<file path="config.mk">
export PLATFORM = sky130hd
export DESIGN_NAME = sslf_ctrl
export DESIGN_NICKNAME = d
export VERILOG_FILES = /design/src/hdl/sslf_pkg.sv /design/src/hdl/sslf_ctrl.sv
export SDC_FILE = /design/constraint.sdc
export NUM_CORES = 1
export LEC_CHECK = 0
export ABC_CLOCK_PERIOD_IN_PS = 3680
export BUFFER_PORTS_ARGS = -buffer_cell sky130_fd_sc_hd__buf_4
export CORE_MARGIN = 2
export CORE_UTILIZATION = 50
export CTS_CLUSTER_DIAMETER = 200
export DETAILED_ROUTE_END_ITERATION = 10
export GPL_TIMING_DRIVEN = 0
export PLACE_DENSITY_LB_ADDON = 0.12
export SKIP_CTS_REPAIR_TIMING = 1
export SYNTH_ARGS = -nofsm -noshare
export SYNTH_HDL_FRONTEND = slang
export SYNTH_SLANG_ARGS = --single-unit
</file>
<file path="constraint.sdc">
create_clock -name i_clk -period 3.68 [get_ports i_clk]
set_clock_uncertainty 0.1 [all_clocks]
set_input_delay 0.736 -clock i_clk [delete_from_list [all_inputs] [get_ports i_clk]]
set_output_delay 0.736 -clock i_clk [all_outputs]
set_load 0.01 [all_outputs]
</file>
<file path="src/hdl/sslf_pkg.sv">
// shared types, constants and helpers for the scan segment line fit block
package sslf_pkg;

    // datapath word sizes
    localparam int WIDE_W     = 128;
    localparam int WORD_W     = 64;
    localparam int HALF_W     = 32;
    localparam int FRAC_W     = 16;
    localparam int OUT_W      = 32;

    // configuration register widths
    localparam int START_W    = 10;
    localparam int END_W      = 11;
    localparam int WF_W       = 16;
    localparam int DEV_W      = 32;
    localparam int CFG_IDX_W  = 2;
    localparam int CFG_DATA_W = 32;

    // configuration register indexes
    localparam logic [CFG_IDX_W-1:0] CFG_WINDOW_START  = 2'd0;
    localparam logic [CFG_IDX_W-1:0] CFG_WINDOW_END    = 2'd1;
    localparam logic [CFG_IDX_W-1:0] CFG_WIDTH_FACTOR  = 2'd2;
    localparam logic [CFG_IDX_W-1:0] CFG_MAX_DEVIATION = 2'd3;

    // reset values of the configuration registers
    localparam logic [START_W-1:0] RST_WINDOW_START  = 10'd0;
    localparam logic [END_W-1:0]   RST_WINDOW_END    = 11'd1024;
    localparam logic [WF_W-1:0]    RST_WIDTH_FACTOR  = 16'd0;
    localparam logic [DEV_W-1:0]   RST_MAX_DEVIATION = 32'd100;

    // quotient caps
    localparam logic [WORD_W-1:0] CAP_A     = 64'h0000_1000_0000_0000;
    localparam logic [WORD_W-1:0] CAP_B     = 64'h0020_0000_0000_0000;
    localparam logic [WORD_W-1:0] CAP_MSE   = 64'h0000_0000_FFFF_FFFF;
    localparam logic [WORD_W-1:0] CAP_SLOPE = 64'h0000_0000_8000_0000;

    // saturation bounds
    localparam logic signed [WORD_W-1:0] SAT_HI  = 64'sh0000_0000_7FFF_FFFF;
    localparam logic signed [WORD_W-1:0] SAT_LO  = 64'shFFFF_FFFF_8000_0000;
    localparam logic signed [WORD_W-1:0] BIG_POS = 64'sh7FFF_FFFF_FFFF_FFFF;
    localparam logic signed [WORD_W-1:0] BIG_NEG = 64'sh8000_0000_0000_0000;
    localparam logic [OUT_W-1:0] OUT_MAX  = 32'h7FFF_FFFF;
    localparam logic [OUT_W-1:0] OUT_MIN  = 32'h8000_0000;
    localparam logic [OUT_W-1:0] OUT_ONES = 32'hFFFF_FFFF;

    // multiplier operations
    typedef enum logic [2:0] {
        MUL_N_SXX,
        MUL_SX_SX,
        MUL_N_SXY,
        MUL_SX_SY,
        MUL_SY_SXX,
        MUL_SX_SXY,
        MUL_ERR_SQ,
        MUL_WF_PM
    } t_mul_op;

    // divider operations
    typedef enum logic [1:0] {
        DIV_A,
        DIV_B,
        DIV_MSE,
        DIV_SLOPE
    } t_div_op;

    // controller to datapath commands
    typedef struct packed {
        logic    load_sample;
        logic    accum;
        logic    clear_scan;
        logic    mul_start;
        t_mul_op mul_op;
        logic    div_start;
        t_div_op div_op;
        logic    res_init;
        logic    res_read;
        logic    res_chk;
        logic    slope_plain;
        logic    slope_sat;
        logic    out_load;
        logic    out_fail;
    } t_cmd;

    // datapath to controller status
    typedef struct packed {
        logic scan_end;
        logic bad_window;
        logic n_zero;
        logic den_zero;
        logic res_end;
        logic rd_ok;
        logic wf_zero;
        logic p_zero;
        logic mul_done;
        logic div_done;
    } t_stat;

    // clamp a signed word to the signed 32-bit range
    function automatic logic [OUT_W-1:0] sat32(input logic signed [WORD_W-1:0] v);
        logic [OUT_W-1:0] res;
        if (v > SAT_HI) begin
            res = OUT_MAX;
        end else if (v < SAT_LO) begin
            res = OUT_MIN;
        end else begin
            res = v[OUT_W-1:0];
        end
        return res;
    endfunction

endpackage

</file>
<file path="src/hdl/sslf_ctrl.sv">
// controller: sample intake handshake and end-of-scan fit sequencing
module sslf_ctrl import sslf_pkg::*; (
    input  logic  i_clk,
    input  logic  i_rst_n,
    input  logic  i_in_valid,
    output logic  o_in_stall,
    output logic  o_out_valid,
    input  logic  i_out_stall,
    input  t_stat i_stat,
    output t_cmd  o_cmd
);

    typedef enum logic [4:0] {
        S_IDLE,
        S_ACCUM,
        S_CHECK,
        S_D1,
        S_D2,
        S_DZ,
        S_A1,
        S_A2,
        S_ADS,
        S_ADIV,
        S_B1,
        S_B2,
        S_BDS,
        S_BDIV,
        S_RINIT,
        S_RREAD,
        S_RCHK,
        S_RMUL,
        S_RWAIT,
        S_MDIV,
        S_WADJ,
        S_W1,
        S_WDS,
        S_WDIV,
        S_OUT,
        S_FAIL
    } t_state;

    t_state r_state;
    t_state n_state;
    logic   r_out_valid;
    logic   out_free;
    t_cmd   cmd;

    assign out_free = !r_out_valid || !i_out_stall;

    // next state and commands
    always_comb begin
        n_state = r_state;
        cmd     = '0;
        case (r_state)
            S_IDLE: begin
                if (i_in_valid) begin
                    cmd.load_sample = 1'b1;
                    n_state         = S_ACCUM;
                end
            end
            S_ACCUM: begin
                cmd.accum = 1'b1;
                n_state   = i_stat.scan_end ? S_CHECK : S_IDLE;
            end
            S_CHECK: begin
                if (i_stat.bad_window || i_stat.n_zero) begin
                    n_state = S_FAIL;
                end else begin
                    cmd.mul_start = 1'b1;
                    cmd.mul_op    = MUL_N_SXX;
                    n_state       = S_D1;
                end
            end
            S_D1: begin
                if (i_stat.mul_done) begin
                    cmd.mul_start = 1'b1;
                    cmd.mul_op    = MUL_SX_SX;
                    n_state       = S_D2;
                end
            end
            S_D2: begin
                if (i_stat.mul_done) begin
                    n_state = S_DZ;
                end
            end
            S_DZ: begin
                if (i_stat.den_zero) begin
                    n_state = S_FAIL;
                end else begin
                    cmd.mul_start = 1'b1;
                    cmd.mul_op    = MUL_N_SXY;
                    n_state       = S_A1;
                end
            end
            S_A1: begin
                if (i_stat.mul_done) begin
                    cmd.mul_start = 1'b1;
                    cmd.mul_op    = MUL_SX_SY;
                    n_state       = S_A2;
                end
            end
            S_A2: begin
                if (i_stat.mul_done) begin
                    n_state = S_ADS;
                end
            end
            S_ADS: begin
                cmd.div_start = 1'b1;
                cmd.div_op    = DIV_A;
                n_state       = S_ADIV;
            end
            S_ADIV: begin
                if (i_stat.div_done) begin
                    cmd.mul_start = 1'b1;
                    cmd.mul_op    = MUL_SY_SXX;
                    n_state       = S_B1;
                end
            end
            S_B1: begin
                if (i_stat.mul_done) begin
                    cmd.mul_start = 1'b1;
                    cmd.mul_op    = MUL_SX_SXY;
                    n_state       = S_B2;
                end
            end
            S_B2: begin
                if (i_stat.mul_done) begin
                    n_state = S_BDS;
                end
            end
            S_BDS: begin
                cmd.div_start = 1'b1;
                cmd.div_op    = DIV_B;
                n_state       = S_BDIV;
            end
            S_BDIV: begin
                if (i_stat.div_done) begin
                    n_state = S_RINIT;
                end
            end
            S_RINIT: begin
                cmd.res_init = 1'b1;
                n_state      = S_RREAD;
            end
            S_RREAD: begin
                if (i_stat.res_end) begin
                    cmd.div_start = 1'b1;
                    cmd.div_op    = DIV_MSE;
                    n_state       = S_MDIV;
                end else begin
                    cmd.res_read = 1'b1;
                    n_state      = S_RCHK;
                end
            end
            S_RCHK: begin
                cmd.res_chk = 1'b1;
                n_state     = i_stat.rd_ok ? S_RMUL : S_RREAD;
            end
            S_RMUL: begin
                cmd.mul_start = 1'b1;
                cmd.mul_op    = MUL_ERR_SQ;
                n_state       = S_RWAIT;
            end
            S_RWAIT: begin
                if (i_stat.mul_done) begin
                    n_state = S_RREAD;
                end
            end
            S_MDIV: begin
                if (i_stat.div_done) begin
                    n_state = S_WADJ;
                end
            end
            S_WADJ: begin
                if (i_stat.wf_zero) begin
                    cmd.slope_plain = 1'b1;
                    n_state         = S_OUT;
                end else if (i_stat.p_zero) begin
                    cmd.slope_sat = 1'b1;
                    n_state       = S_OUT;
                end else begin
                    cmd.mul_start = 1'b1;
                    cmd.mul_op    = MUL_WF_PM;
                    n_state       = S_W1;
                end
            end
            S_W1: begin
                if (i_stat.mul_done) begin
                    n_state = S_WDS;
                end
            end
            S_WDS: begin
                cmd.div_start = 1'b1;
                cmd.div_op    = DIV_SLOPE;
                n_state       = S_WDIV;
            end
            S_WDIV: begin
                if (i_stat.div_done) begin
                    n_state = S_OUT;
                end
            end
            S_OUT: begin
                if (out_free) begin
                    cmd.out_load   = 1'b1;
                    cmd.clear_scan = 1'b1;
                    n_state        = S_IDLE;
                end
            end
            S_FAIL: begin
                if (out_free) begin
                    cmd.out_load   = 1'b1;
                    cmd.out_fail   = 1'b1;
                    cmd.clear_scan = 1'b1;
                    n_state        = S_IDLE;
                end
            end
            default: n_state = S_IDLE;
        endcase
    end

    // state and output valid
    always_ff @(posedge i_clk) begin
        if (!i_rst_n) begin
            r_state     <= S_IDLE;
            r_out_valid <= 1'b0;
        end else begin
            r_state <= n_state;
            if (cmd.out_load) begin
                r_out_valid <= 1'b1;
            end else if (!i_out_stall) begin
                r_out_valid <= 1'b0;
            end
        end
    end

    assign o_in_stall  = r_state != S_IDLE;
    assign o_out_valid = r_out_valid;
    assign o_cmd       = cmd;

endmodule

</file>
# Word level (Yosys, flattened, before mapping)
# Index checks and enable logic that the tools add are counted.
# totals
output_inout_bits	19
register_bits	6
# op_classes
reduce_logical	8
n_eq_ne	40
mux	51
# op_table
cell	count
$pmux 5 s25	1
$mux 5	18
$eq 5x5->1 const B	10
$eq 5x4->1 const B	8
$mux 4	9
$pmux 4 s8	1
$ne 2x2->1 const B	13
$eq 5x3->1 const B	4
$mux 1	15
$reduce_and 14->1	1
$pmux 3 s4	1
$eq 5x2->1 const B	2
$mux 2	4
$eq 5x1->1 const B	1
$logic_not 5->1	1
$reduce_bool 5->1	1
$ne 2x1->1 const B	2
$mux 3	1
$logic_not 1->1	2
$logic_or 1x1->1	2
$pmux 1 s2	1
$reduce_or 2->1	1

# Logic depth before layout (Yosys ltp)
# Gate-level depths: netlist (run 1).
# depth
ltp_word	5
mapped_depth	7
mapped_depth_nobuf	5

# Least setup slack after synthesis (run 1)
# Ideal clock, no wire load.
# synth_timing
path_kind	reg2out
from	register r_state[4]
to	output port o_cmd[13] (netlist name)
path_stages_with_launch	6
required_ps	2844
arrival_ps	1488
n_path_buf	1
path_slack_ps	1356
cell_sequence	dfxtp_1 buf_4 nor2b_1 a21oi_1 o31ai_1 nand4b_1
# synth_rtl
element	line_no	rtl
start, declared	sslf_ctrl.sv:42	t_state r_state;
start signal, assigned	sslf_ctrl.sv:227	r_state <= n_state;
end, declared	sslf_ctrl.sv:10	output t_cmd o_cmd

==> impl_results.md, run 1 <==
- Most frequent CP cell: buf_4
- Sw power: approximately 470 uW
- Slew Viols, Final: 0
- Post-synth EDFFs: 0
- GRT Util Overall: 27.86%
- CP arrival: around 2 ns
- Final Cell Area: ~0.0013 mm2
- Clock share of power: about 7%
- Vias/cell: 6.237
- HP Class: register to register
- Fin util: 67.77%
- Die ar.: 0.002387 mm2
- Post-layout minimum cycle time: about 2.8 ns
- Post-synth cell types: 52
- Crit Path Class: register to output pin
- Yosys Warn Count: 0
- Final Hold Viols: 0
- DRC Markers: 0
- Measured slew at the worst slew-check pin: 0.4882 ns
- Clock Pin Slew Worst Setup and Hold Paths: 0.05 ns
- TritonCTS buffer count: 3
- Max clock buf depth: 2
- Primary FF master, synth: dfxtp_1
- RD Place Congestion: 0.9720
- Vias: 1291
- Fill cells: approximately 170
- Initial Util: 52.34%
- Dpl cells: 204
- Clk sinks: 6
- H-tree levels: 1
- Sequential fraction of the synthesis area: 11.94%
- Number of nets still failing antenna checks after routing: 0
- Flop pwr share: 11.7%
- Status: finished, final reports clean
- Largest net degree at the start of global routing: 11
- Mapped cell area: 0.001006 mm2
- Slew headroom: approximately two thirds
- Critical path required time: 2.84 ns
- Buffers on Ports: 32
- Leak pwr: 0.0005355 uW
- CTS tree: built
- Placeable Area: 0.001922 mm2
- Endpoint class of the critical path: output pin
- Max-Cap Viols: 0
- Switching Share: between 50% and 60%
- Fin crit share: between 70 and 80%
- Internal power: 449.8 uW
- First-pass GRT wire length: 5.237 mm
- Synthesized flop and latch total: 6
- Row cnt: 16
- CP Launch Type: register
- Post-route insts no fill: just over 200
- Die W: 48.86 um
- Max stage delay on crit path: 0.42 ns
- Max Clk Rate: 352.9 MHz
- Layout cells sized above 1: about 31%
- N_diodes: 0
- Cells after Synth: 145
- Drt total wl: 3.220 mm
- DP HPWL: ~2.5 mm
- Dpl cell area: between 0.001 and 0.0015 mm2
- Worst skew pair latency: 0.25 ns
- RSZ-0062 raised after global routing: false
- Total power: 914.9 uW
- Layout area overhead: 29.48%
- I/O pins: 33
- Endpoints failing setup: 0
- Post-Syn Area per Cell: slightly below 7 um2
- Setup TNS Final: 0 ns
- Synth Net Count: between 150 and 200
- Worst path cell trace: buf_4, nor2b_1, a21oi_1, o31ai_1, nand4b_1, buf_4
- Power per standard cell area: around 700 mW/mm2
- Die Y-Extent: between 40 and 50 um
- CP max stage cell: dfxtp_1
- GR Overflow Total: 0
- Avg WL per Cell: 15.56 um
- Final nets: 196
- Async S/R FF share, synth: 0%
- Worst vdd ir: 0.0004084 V
- Initial antenna violation count: 0
- Maximum net fanout on the critical path: 10
- DR iter-0 viols: 64
- Vias in the first global route: ~1100
- Combinational power share: 81.3%
- Clock root buffer: clkbuf_4
- Pre-antenna DRT Iters: 4
==> flip-flops by register name, summed over array words and instances (netlist names) <==
signal,count
r_state,5
o_out_valid,1
==> stage by stage <==
step / setup slack [ns] / hold WS (ns)
2_1_floorplan: 1.356 / 0.4674
3_3_place_gp: 1.229 / 0.4688
3_5_place_dp: 1.217 / 0.4833
4_1_cts: 0.9277 / 0.4907
5_1_grt: 0.7481 / 0.5463
6_report: 0.8462 / 0.5063
==> cells in the mapped netlist (2+ instances only) <==
cell type  number  area share [%]
o31ai_1         2             1.5
and2b_1         2             1.5
nor3_1          4             2.0
o21ai_0         6             3.0
buf_4           4             3.0
or3_1           3             1.9
nor2_1          9             3.4
a211oi_1        2             1.5
o21bai_1        2             1.5
nand4b_1        2             1.7
a21oi_1        10             5.0
nor2b_1         5             3.1
o21a_1          4             3.0
buf_2           6             3.0
dfxtp_1         6              12
nand3_1         5             2.5
a31oi_1         2             1.2
inv_1           3             1.1
and3_1          2             1.2
nand2b_1        6             3.7
nand2_1        23             8.6
nor3b_1         3             2.2
o22ai_1         3             1.9
nand3b_1        2             1.5
or2b_1          2             1.5
==> per-layer routing <==
metal  track usage, %  share of wire, %  up-vias
met5                0                 0        -
met4            9.048               1.5        0
met3            5.828                10        6
met2            44.29                47       83
met1            37.60                41      598
li1                 -                 -      604
==> final cells by class <==
type | count | area, um2 | share of cell area, %
Tap cell | 27 | 33.78 | 2.594
Timing Repair Buffer | 32 | 240.2 | 18.44
Sequential cell | 6 | 120.1 | 9.222
Multi-Input combinational cell | 124 | 799.5 | 61.38
Clock buffer | 3 | 22.52 | 1.729
Buffer | 12 | 75.07 | 5.764
Inverter | 3 | 11.26 | 0.8646
==> path summary, 6_finish.rpt <==
path	startpoint	endpoint	slack [ns]	cells after the start
hold / removal	o_out_valid	o_out_valid	0.51	2
setup reg to reg	r_state[4]	r_state[1]	1.68	7
hold reg to reg	o_out_valid	o_out_valid	0.51	2
setup / recovery	r_state[4]	o_cmd[13]	0.85	6
==> layout by cell type (no fill, tap or decap), types with 4 or more instances in the layout <==
master,n
buf_4,36
dfxtp_1,6
nand2_1,23
nor3_1,4
nand2b_1,6
o21ai_0,6
buf_2,6
nor2_1,9
o21a_1,4
a21oi_1,10
nor2b_1,5
nand3_1,5
==> cell families after synthesis <==
| family | count (synthesis) | synth area share (%) |
|---|---|---|
| compound gates | 45 | 34.70 |
| mux | 1 | 0.9951 |
| simple gates | 76 | 42.04 |
| buf+inv | 15 | 8.582 |
| flops | 6 | 11.94 |
| xor+xnor | 2 | 1.742 |
==> power by group through the flow <==
| stage | combinational, uW | sequential (uW) | clock (uW) |
|---|---|---|---|
| after floorplan | 527 | 101 | 0 |
| after global placement | 718 | 107 | 0 |
| after detailed placement | 724 | 107 | 0 |
| after CTS | 729 | 105 | 64.4 |
| after global routing | 797 | 108 | 68.6 |
| final | 744 | 107 | 63.9 |
==> critical path: cells and delay by family, from the launching register on <==
| family | cells | cell delay, ns |
|---|---|---|
| flops | 1 | 0.42 |
| buf+inv | 2 | 0.33 |
| simple gates | 2 | 0.58 |
| compound gates | 2 | 0.41 |
Power figures use the tool's default switching activity.
==> inputs of run 2 (changes only) <==
--- a/config.mk
+++ b/config.mk
@@ -5,10 +5,11 @@
 export SDC_FILE = /design/constraint.sdc
 export NUM_CORES = 1
 export LEC_CHECK = 0
-export ABC_CLOCK_PERIOD_IN_PS = 3680
+export ABC_AREA = 1
+export ABC_CLOCK_PERIOD_IN_PS = 2700
 export BUFFER_PORTS_ARGS = -buffer_cell sky130_fd_sc_hd__buf_4
 export CORE_MARGIN = 2
-export CORE_UTILIZATION = 50
+export CORE_UTILIZATION = 49
 export CTS_CLUSTER_DIAMETER = 200
 export DETAILED_ROUTE_END_ITERATION = 10
 export GPL_TIMING_DRIVEN = 0
==> constraint.sdc (replaced) <==
create_clock -name i_clk -period 2.7 [get_ports i_clk]
set_clock_uncertainty 0.1 [all_clocks]
set_input_delay 0.54 -clock i_clk [delete_from_list [all_inputs] [get_ports i_clk]]
set_output_delay 0.54 -clock i_clk [all_outputs]
set_load 0.01 [all_outputs]
==> impl_results.md, run 2 <==
- Status: finished, final reports clean (unchanged)
- Max stage delay on crit path: 0.29 ns (was 0.42 ns)
- Synth area leaders: nand2_1 19%, nor2_1 16%, dfxtp_1 13% (was dfxtp_1 12%, nand2_1 8.6%, a21oi_1 5.0%)
- Pre-antenna DRT Iters: 4 (unchanged)
- Most frequent cells in the layout: 46 x nand2_1, 39 x nor2_1, 34 x buf_4 (was 36 x buf_4, 23 x nand2_1, 10 x a21oi_1)
- Met3 Use GR: 10.00% (was 5.828%)
- DRC Markers: 0 (unchanged)
- Row cnt: 15 (was 16)
- Die ar.: 0.002203 mm2 (was 0.002387 mm2)
- Critical path required time: 2.06 ns (was 2.84 ns)
- RD Place Congestion: 0.9275 (was 0.9720)
- Yosys top cell area share: 19.11% (was 11.94%)
- Post-synth cell types: 21 (was 52)
- Slew headroom: 73.96% (was 67.39%)
- Sequential fraction of the synthesis area: 13.30% (was 11.94%)
- R2R depth: 9 (was 7)
- GR Overflow Total: 0 (unchanged)
- Dpl cell area: 0.001175 mm2 (was 0.001280 mm2)
- H-tree levels: 1 (unchanged)
- Final Hold Viols: 0 (unchanged)
- HP Class: register to register (unchanged)
- Worst skew pair latency: 0.25 ns (about the same)
- Final Cell Area: 0.001197 mm2 (was 0.001303 mm2)
- Largest register FFs: 5 (unchanged)
- Top Usage Layer GRT: met2 (unchanged)
- Hold_ws: 0.3905 ns (was 0.5063 ns)
- Mapped cell area: 903.4 um2 (was 0.001006 mm2)
- Synthesized flop and latch total: 6 (unchanged)
- Most instantiated cells after synthesis: 46 x nand2_1, 39 x nor2_1, 24 x nand3_1 (was 23 x nand2_1, 10 x a21oi_1, 9 x nor2_1)
- CP Launch Type: register (unchanged)
- Placeable Area: 0.001727 mm2 (was 0.001922 mm2)
- Avg WL per Cell: 12.11 um (was 15.56 um)
- Initial antenna violation count: 0 (unchanged)
- Post-Syn Area per Cell: 5.075 um2 (was 6.938 um2)
- Max-Cap Viols: 0 (unchanged)
- Cell accounting for the most synthesized area: nand2_1 (was dfxtp_1)
- I/O pins: 33 (unchanged)
- Setup TNS Final: 0 ns (unchanged)
- Primary FF master, synth: dfxtp_1 (unchanged)
- Endpoints failing setup: 0 (unchanged)
- Die W: 46.94 um (was 48.86 um)
- N_diodes: 0 (unchanged)
- Biggest register: r_state (unchanged)
- Cells after Synth: 178 (was 145)
- Worst path cell trace: buf_4, inv_2, nand2_2, nor2_2, nand3_1, o21ai_0, a21oi_1, nand4_1, buf_4 (was buf_4, nor2b_1, a21oi_1, o31ai_1, nand4b_1, buf_4)
- Crit Path Class: register to output pin (unchanged)
- Yosys Warn Count: 0 (unchanged)
- GRT Util Overall: 29.45% (was 27.86%)
- Max Clk Rate: 415.8 MHz
- Max clock buf depth: 2 (unchanged)
- CTS tree: built (unchanged)
- Async S/R FF share, synth: 0% (unchanged)
- Maximum net fanout on the critical path: 10 (unchanged)
- Final nets: 229 (was 196)
- Buffers on Ports: 32 (unchanged)
- Most frequent CP cell: buf_4 (unchanged)
- Leak pwr: 0.0006867 uW (was 0.0005355 uW)
- Layout area overhead: 32.55% (was 29.48%)
- Measured slew at the worst slew-check pin: 0.3891 ns (was 0.4882 ns)
- Endpoint class of the critical path: output pin (unchanged)
- Die Y-Extent: 46.94 um (was 48.86 um)
- Slew Viols, Final: 0 (unchanged)
- Power per standard cell area: 610.4 mW/mm2 (was 702.5 mW/mm2)
- CP arrival: 1.76 ns (was 2.00 ns)
- Post-layout minimum cycle time: 2.405 ns
- Largest net degree at the start of global routing: 11 (unchanged)
- Worst vdd ir: 0.0004729 V (was 0.0004084 V)
- TritonCTS buffer count: 3 (unchanged)
- Most common cell after layout, fill and taps aside: nand2_1 (was buf_4)
- Vias in the first global route: 1141 (was 1133)
- DR iter-0 viols: 41 (was 64)
- Dpl cells: 235 (was 204)
- Vias/cell: 5.521 (was 6.237)
- Number of nets still failing antenna checks after routing: 0 (unchanged)
- Total power: 730.8 uW (was 914.9 uW)
- Met1 Resource Use GR: 35.40% (was 37.60%)
- Hold depth: 2 (unchanged)
- CP max stage cell: dfxtp_1 (unchanged)
- Met2 usage: 47.40% (was 44.29%)
- Most common cell in the netlist: nand2_1 (unchanged)
- Initial Util: 52.32% (was 52.34%)
- Synth Net Count: 192 (was 159)
- Drt total wl: 2.881 mm (was 3.220 mm)
- RSZ-0062 raised after global routing: false (unchanged)
- Post-route insts no fill: 238 (was 207)
- Clk sinks: 6 (unchanged)
- Layout cells sized above 1: 26.76% (was 30.56%)
- Fin crit share: ~89%
- DP HPWL: 2.288 mm (was 2.475 mm)
- First-pass GRT wire length: 4.602 mm (was 5.237 mm)
- Post-synth EDFFs: 0 (unchanged)
- Clock Pin Slew Worst Setup and Hold Paths: 0.05 ns (about the same)
- Vias: 1314 (was 1291)
- Clock root buffer: clkbuf_4 (unchanged)
-- run 2: logic make-up (layout without fill, tap and decap cells) --
logic type	after synthesis	count (layout)	share of synthesized area, %
AOI/OAI and AO/OA	17	17	9.695
buffers and inverters	25	60	12.33
and+or+nand+nor	130	130	64.68
DFF	6	6	13.30
-- run 2: worst max-delay path, delay by kind of cell (launching register included) --
| kind | cells | cell delay [ns] |
|---|---|---|
| AND/OR/NAND/NOR | 4 | 0.60 |
| AO/OA/AOI/OAI | 2 | 0.27 |
| buffers and inverters | 3 | 0.35 |
| flip-flops | 1 | 0.29 |
-- run 2: metal layers --
layer	part of all wire [%]	wire length (um)	vias up
met5	0	0	-
met4	2.7	79	0
met3	9.6	276	10
met2	48	1382	83
met1	40	1143	570
li1	-	-	651
-- run 2: metrics by stage --
step | util [%] | worst slack, ns
6_report | 69.35 | 0.2950
5_1_grt | 69.35 | 0.1265
4_1_cts | 69.35 | 0.3362
3_5_place_dp | 68.04 | 0.5015
3_3_place_gp | 68.04 | 0.5282
2_1_floorplan | - | 0.8184
-- run 2: cell type report --
cell class	count	area [um2]
fillers	172	529.3
repair buffers	32	240.2
clock buffers	3	22.52
plain buffers	5	36.28
well taps	25	31.28
flip-flops and latches	6	120.1
multi-input cells	147	671.9
inverters	20	75.07
-- run 2: final timing paths --
check / start / end / slack [ns]
max reg2reg: r_state[1] / r_state[4] / 0.91
min: o_out_valid / o_out_valid / 0.39
max: r_state[3] / o_cmd[13] / 0.30
min reg2reg: o_out_valid / o_out_valid / 0.39
-- run 2: power breakdown --
| part | switching [uW] | total (uW) | internal (uW) |
|---|---|---|---|
| combinational | 335 | 518 | 183 |
| clock | 35.5 | 86.0 | 50.5 |
| sequential | 20.3 | 127 | 107 |
==> inputs of run 3 (changes only) <==
--- a/config.mk
+++ b/config.mk
@@ -8,13 +8,13 @@
 export ABC_AREA = 1
 export ABC_CLOCK_PERIOD_IN_PS = 2700
 export BUFFER_PORTS_ARGS = -buffer_cell sky130_fd_sc_hd__buf_4
-export CORE_MARGIN = 2
 export CORE_UTILIZATION = 49
 export CTS_CLUSTER_DIAMETER = 200
 export DETAILED_ROUTE_END_ITERATION = 10
 export GPL_TIMING_DRIVEN = 0
-export PLACE_DENSITY_LB_ADDON = 0.12
+export PLACE_DENSITY_LB_ADDON = 0.05
 export SKIP_CTS_REPAIR_TIMING = 1
+export SKIP_LAST_GASP = 1
 export SYNTH_ARGS = -nofsm -noshare
 export SYNTH_HDL_FRONTEND = slang
 export SYNTH_SLANG_ARGS = --single-unit
==> impl_results.md, run 3 (synthesized netlist as in run 2, its figures left out) <==
- Status: finished, final reports clean (unchanged)
- Layout area overhead: 32.55% (unchanged)
- Vias in the first global route: 1077 (was 1141)
- Final Hold Viols: 0 (unchanged)
- Critical path required time: 2.06 ns (about the same)
- GR Overflow Total: 0 (unchanged)
- CP arrival: 1.73 ns (was 1.76 ns)
- Layout cells sized above 1: 26.76% (unchanged)
- Hold depth: 2 (unchanged)
- Most frequent CP cell: buf_4 (unchanged)
- N_diodes: 0 (unchanged)
- HP Class: register to register (unchanged)
- Switching Share: 52.76% (was 53.43%)
- Setup TNS Final: 0 ns (unchanged)
- Max Clk Rate: 421.3 MHz (was 415.8 MHz)
- DRC Markers: 0 (unchanged)
- Number of nets still failing antenna checks after routing: 0 (unchanged)
- CTS tree: built (unchanged)
- Worst skew pair latency: 0.25 ns (about the same)
- Max-Cap Viols: 0 (unchanged)
- Stages on worst setup path: 9 (unchanged)
- Die ar.: 0.002019 mm2 (was 0.002203 mm2)
- Slew Viols, Final: 0 (unchanged)
- Initial Util: 52.32% (unchanged)
- Crit Path Class: register to output pin (unchanged)
- Die W: 44.94 um (was 46.94 um)
- Post-layout minimum cycle time: 2.374 ns (was 2.405 ns)
- Final nets: 229 (unchanged)
- Most frequent cells in the layout: 46 x nand2_1, 39 x nor2_1, 34 x buf_4 (unchanged)
- Measured slew at the worst slew-check pin: 0.4025 ns (was 0.3891 ns)
- Row cnt: 15 (unchanged)
- CP Launch Type: register (unchanged)
- Sw power: 379.9 uW (was 390.5 uW)
- Max stage delay on crit path: 0.29 ns (about the same)
- Total power: 720.1 uW (was 730.8 uW)
- Slew headroom: 73.14% (was 73.96%)
- Endpoints failing setup: 0 (unchanged)
- Leak pwr: 0.0006867 uW (unchanged)
- RD Place Congestion: 0.9450 (was 0.9275)
- R2R depth: 9 (unchanged)
- Hold_ws: 0.3765 ns (was 0.3905 ns)
- Reg2Reg Setup Slack: 0.99 ns (was 0.91 ns)
- Clock share of power: 11.6% (was 11.8%)
- RSZ-0062 raised after global routing: false (unchanged)
- Maximum net fanout on the critical path: 10 (unchanged)
- Vias: 1272 (was 1314)
- Drt total wl: 2.767 mm (was 2.881 mm)
- Internal power: 340.2 uW (was 340.4 uW)
- DR iter-0 viols: 77 (was 41)
- Combinational power share: 70.8% (about the same)
- Placeable Area: 0.001727 mm2 (unchanged)
- Biggest register: r_state (unchanged)
- Die Y-Extent: 44.94 um (was 46.94 um)
- I/O pins: 33 (unchanged)
- CP max stage cell: dfxtp_1 (unchanged)
- Largest net degree at the start of global routing: 11 (unchanged)
- DP HPWL: 2.233 mm (was 2.288 mm)
- First-pass GRT wire length: 4.588 mm (was 4.602 mm)
- Fin crit share: 87.92% (was 89.07%)
- Clock Pin Slew Worst Setup and Hold Paths: 0.05 ns (about the same)
- Flop pwr share: 17.6% (was 17.4%)
- Most common cell after layout, fill and taps aside: nand2_1 (unchanged)
- Worst path cell trace: buf_4, inv_2, nand2_2, nor2_2, nand3_1, o21ai_0, a21oi_1, nand4_1, buf_4 (unchanged)
- Avg WL per Cell: 11.63 um (was 12.11 um)
- Bufs and invs on worst path: 3 (unchanged)
- Vias/cell: 5.345 (was 5.521)
- TritonCTS buffer count: 3 (unchanged)
- Worst vdd ir: 0.0003997 V (was 0.0004729 V)
- Pre-antenna DRT Iters: 4 (unchanged)
- Clk sinks: 6 (unchanged)
- H-tree levels: 1 (unchanged)
- Clock root buffer: clkbuf_4 (unchanged)
- Initial antenna violation count: 0 (unchanged)
- Buffers on Ports: 32 (unchanged)
- Crit path max-delay family: simple AND/OR/NAND/NOR gates (unchanged)
- Max clock buf depth: 2 (unchanged)
- Endpoint class of the critical path: output pin (unchanged)
- Largest register FFs: 5 (unchanged)
- GRT Util Overall: 30.13% (was 29.45%)
- Power per standard cell area: 601.4 mW/mm2 (was 610.4 mW/mm2)
==> run 3: tightest hold or removal path: cells and delay by family, from the launching register on <==
family          cells  cell delay [ns]
flops               1             0.30
simple gates        1             0.07
compound gates      1             0.06
==> run 3: cell type report <==
type / count / area [um2]
multi-input combinational: 147 / 671.9
timing repair buffer: 32 / 240.2
inverter: 20 / 75.07
sequential: 6 / 120.1
tap: 25 / 31.28
fill: 172 / 529.3
clock buffer: 3 / 22.52
buffer: 5 / 36.28
==> run 3: power groups by stage <==
stage	clock network, uW	logic, uW	registers, uW
final	83.6	510	127
after global routing	93.8	560	129
after CTS	87.0	504	126
after detailed placement	0	502	128
after global placement	0	495	127
after floorplan	0	354	124
==> run 3: worst paths after layout <==
path                                    end        start
worst min-delay path            o_out_valid  o_out_valid
worst min register to register  o_out_valid  o_out_valid
worst max-delay path              o_cmd[13]   r_state[3]
worst max register to register   r_state[2]   r_state[1]
==> run 3: through the flow <==
step / setup WS [ns] / cell area [um2] / instances / util, %
final: 0.3262 / 1197 / 238 / 69.35
after global routing: 0.1032 / 1197 / 238 / 69.35
after CTS: 0.3415 / 1197 / 238 / 69.35
after detailed placement: 0.5032 / 1175 / 235 / 68.04
after global placement: 0.5266 / 1175 / 235 / 68.04
after floorplan: 0.8184 / 903.4 / 178 / -
==> run 3: per-layer routing <==
| metal | wire length [um] | up-vias | GRT usage (%) |
|---|---|---|---|
| met4 | 8 | 0 | 7.879 |
| met1 | 1212 | 544 | 40.92 |
| li1 | - | 649 | - |
| met2 | 1321 | 77 | 47.54 |
| met5 | 0 | - | 0 |
| met3 | 224 | 2 | 7.200 |
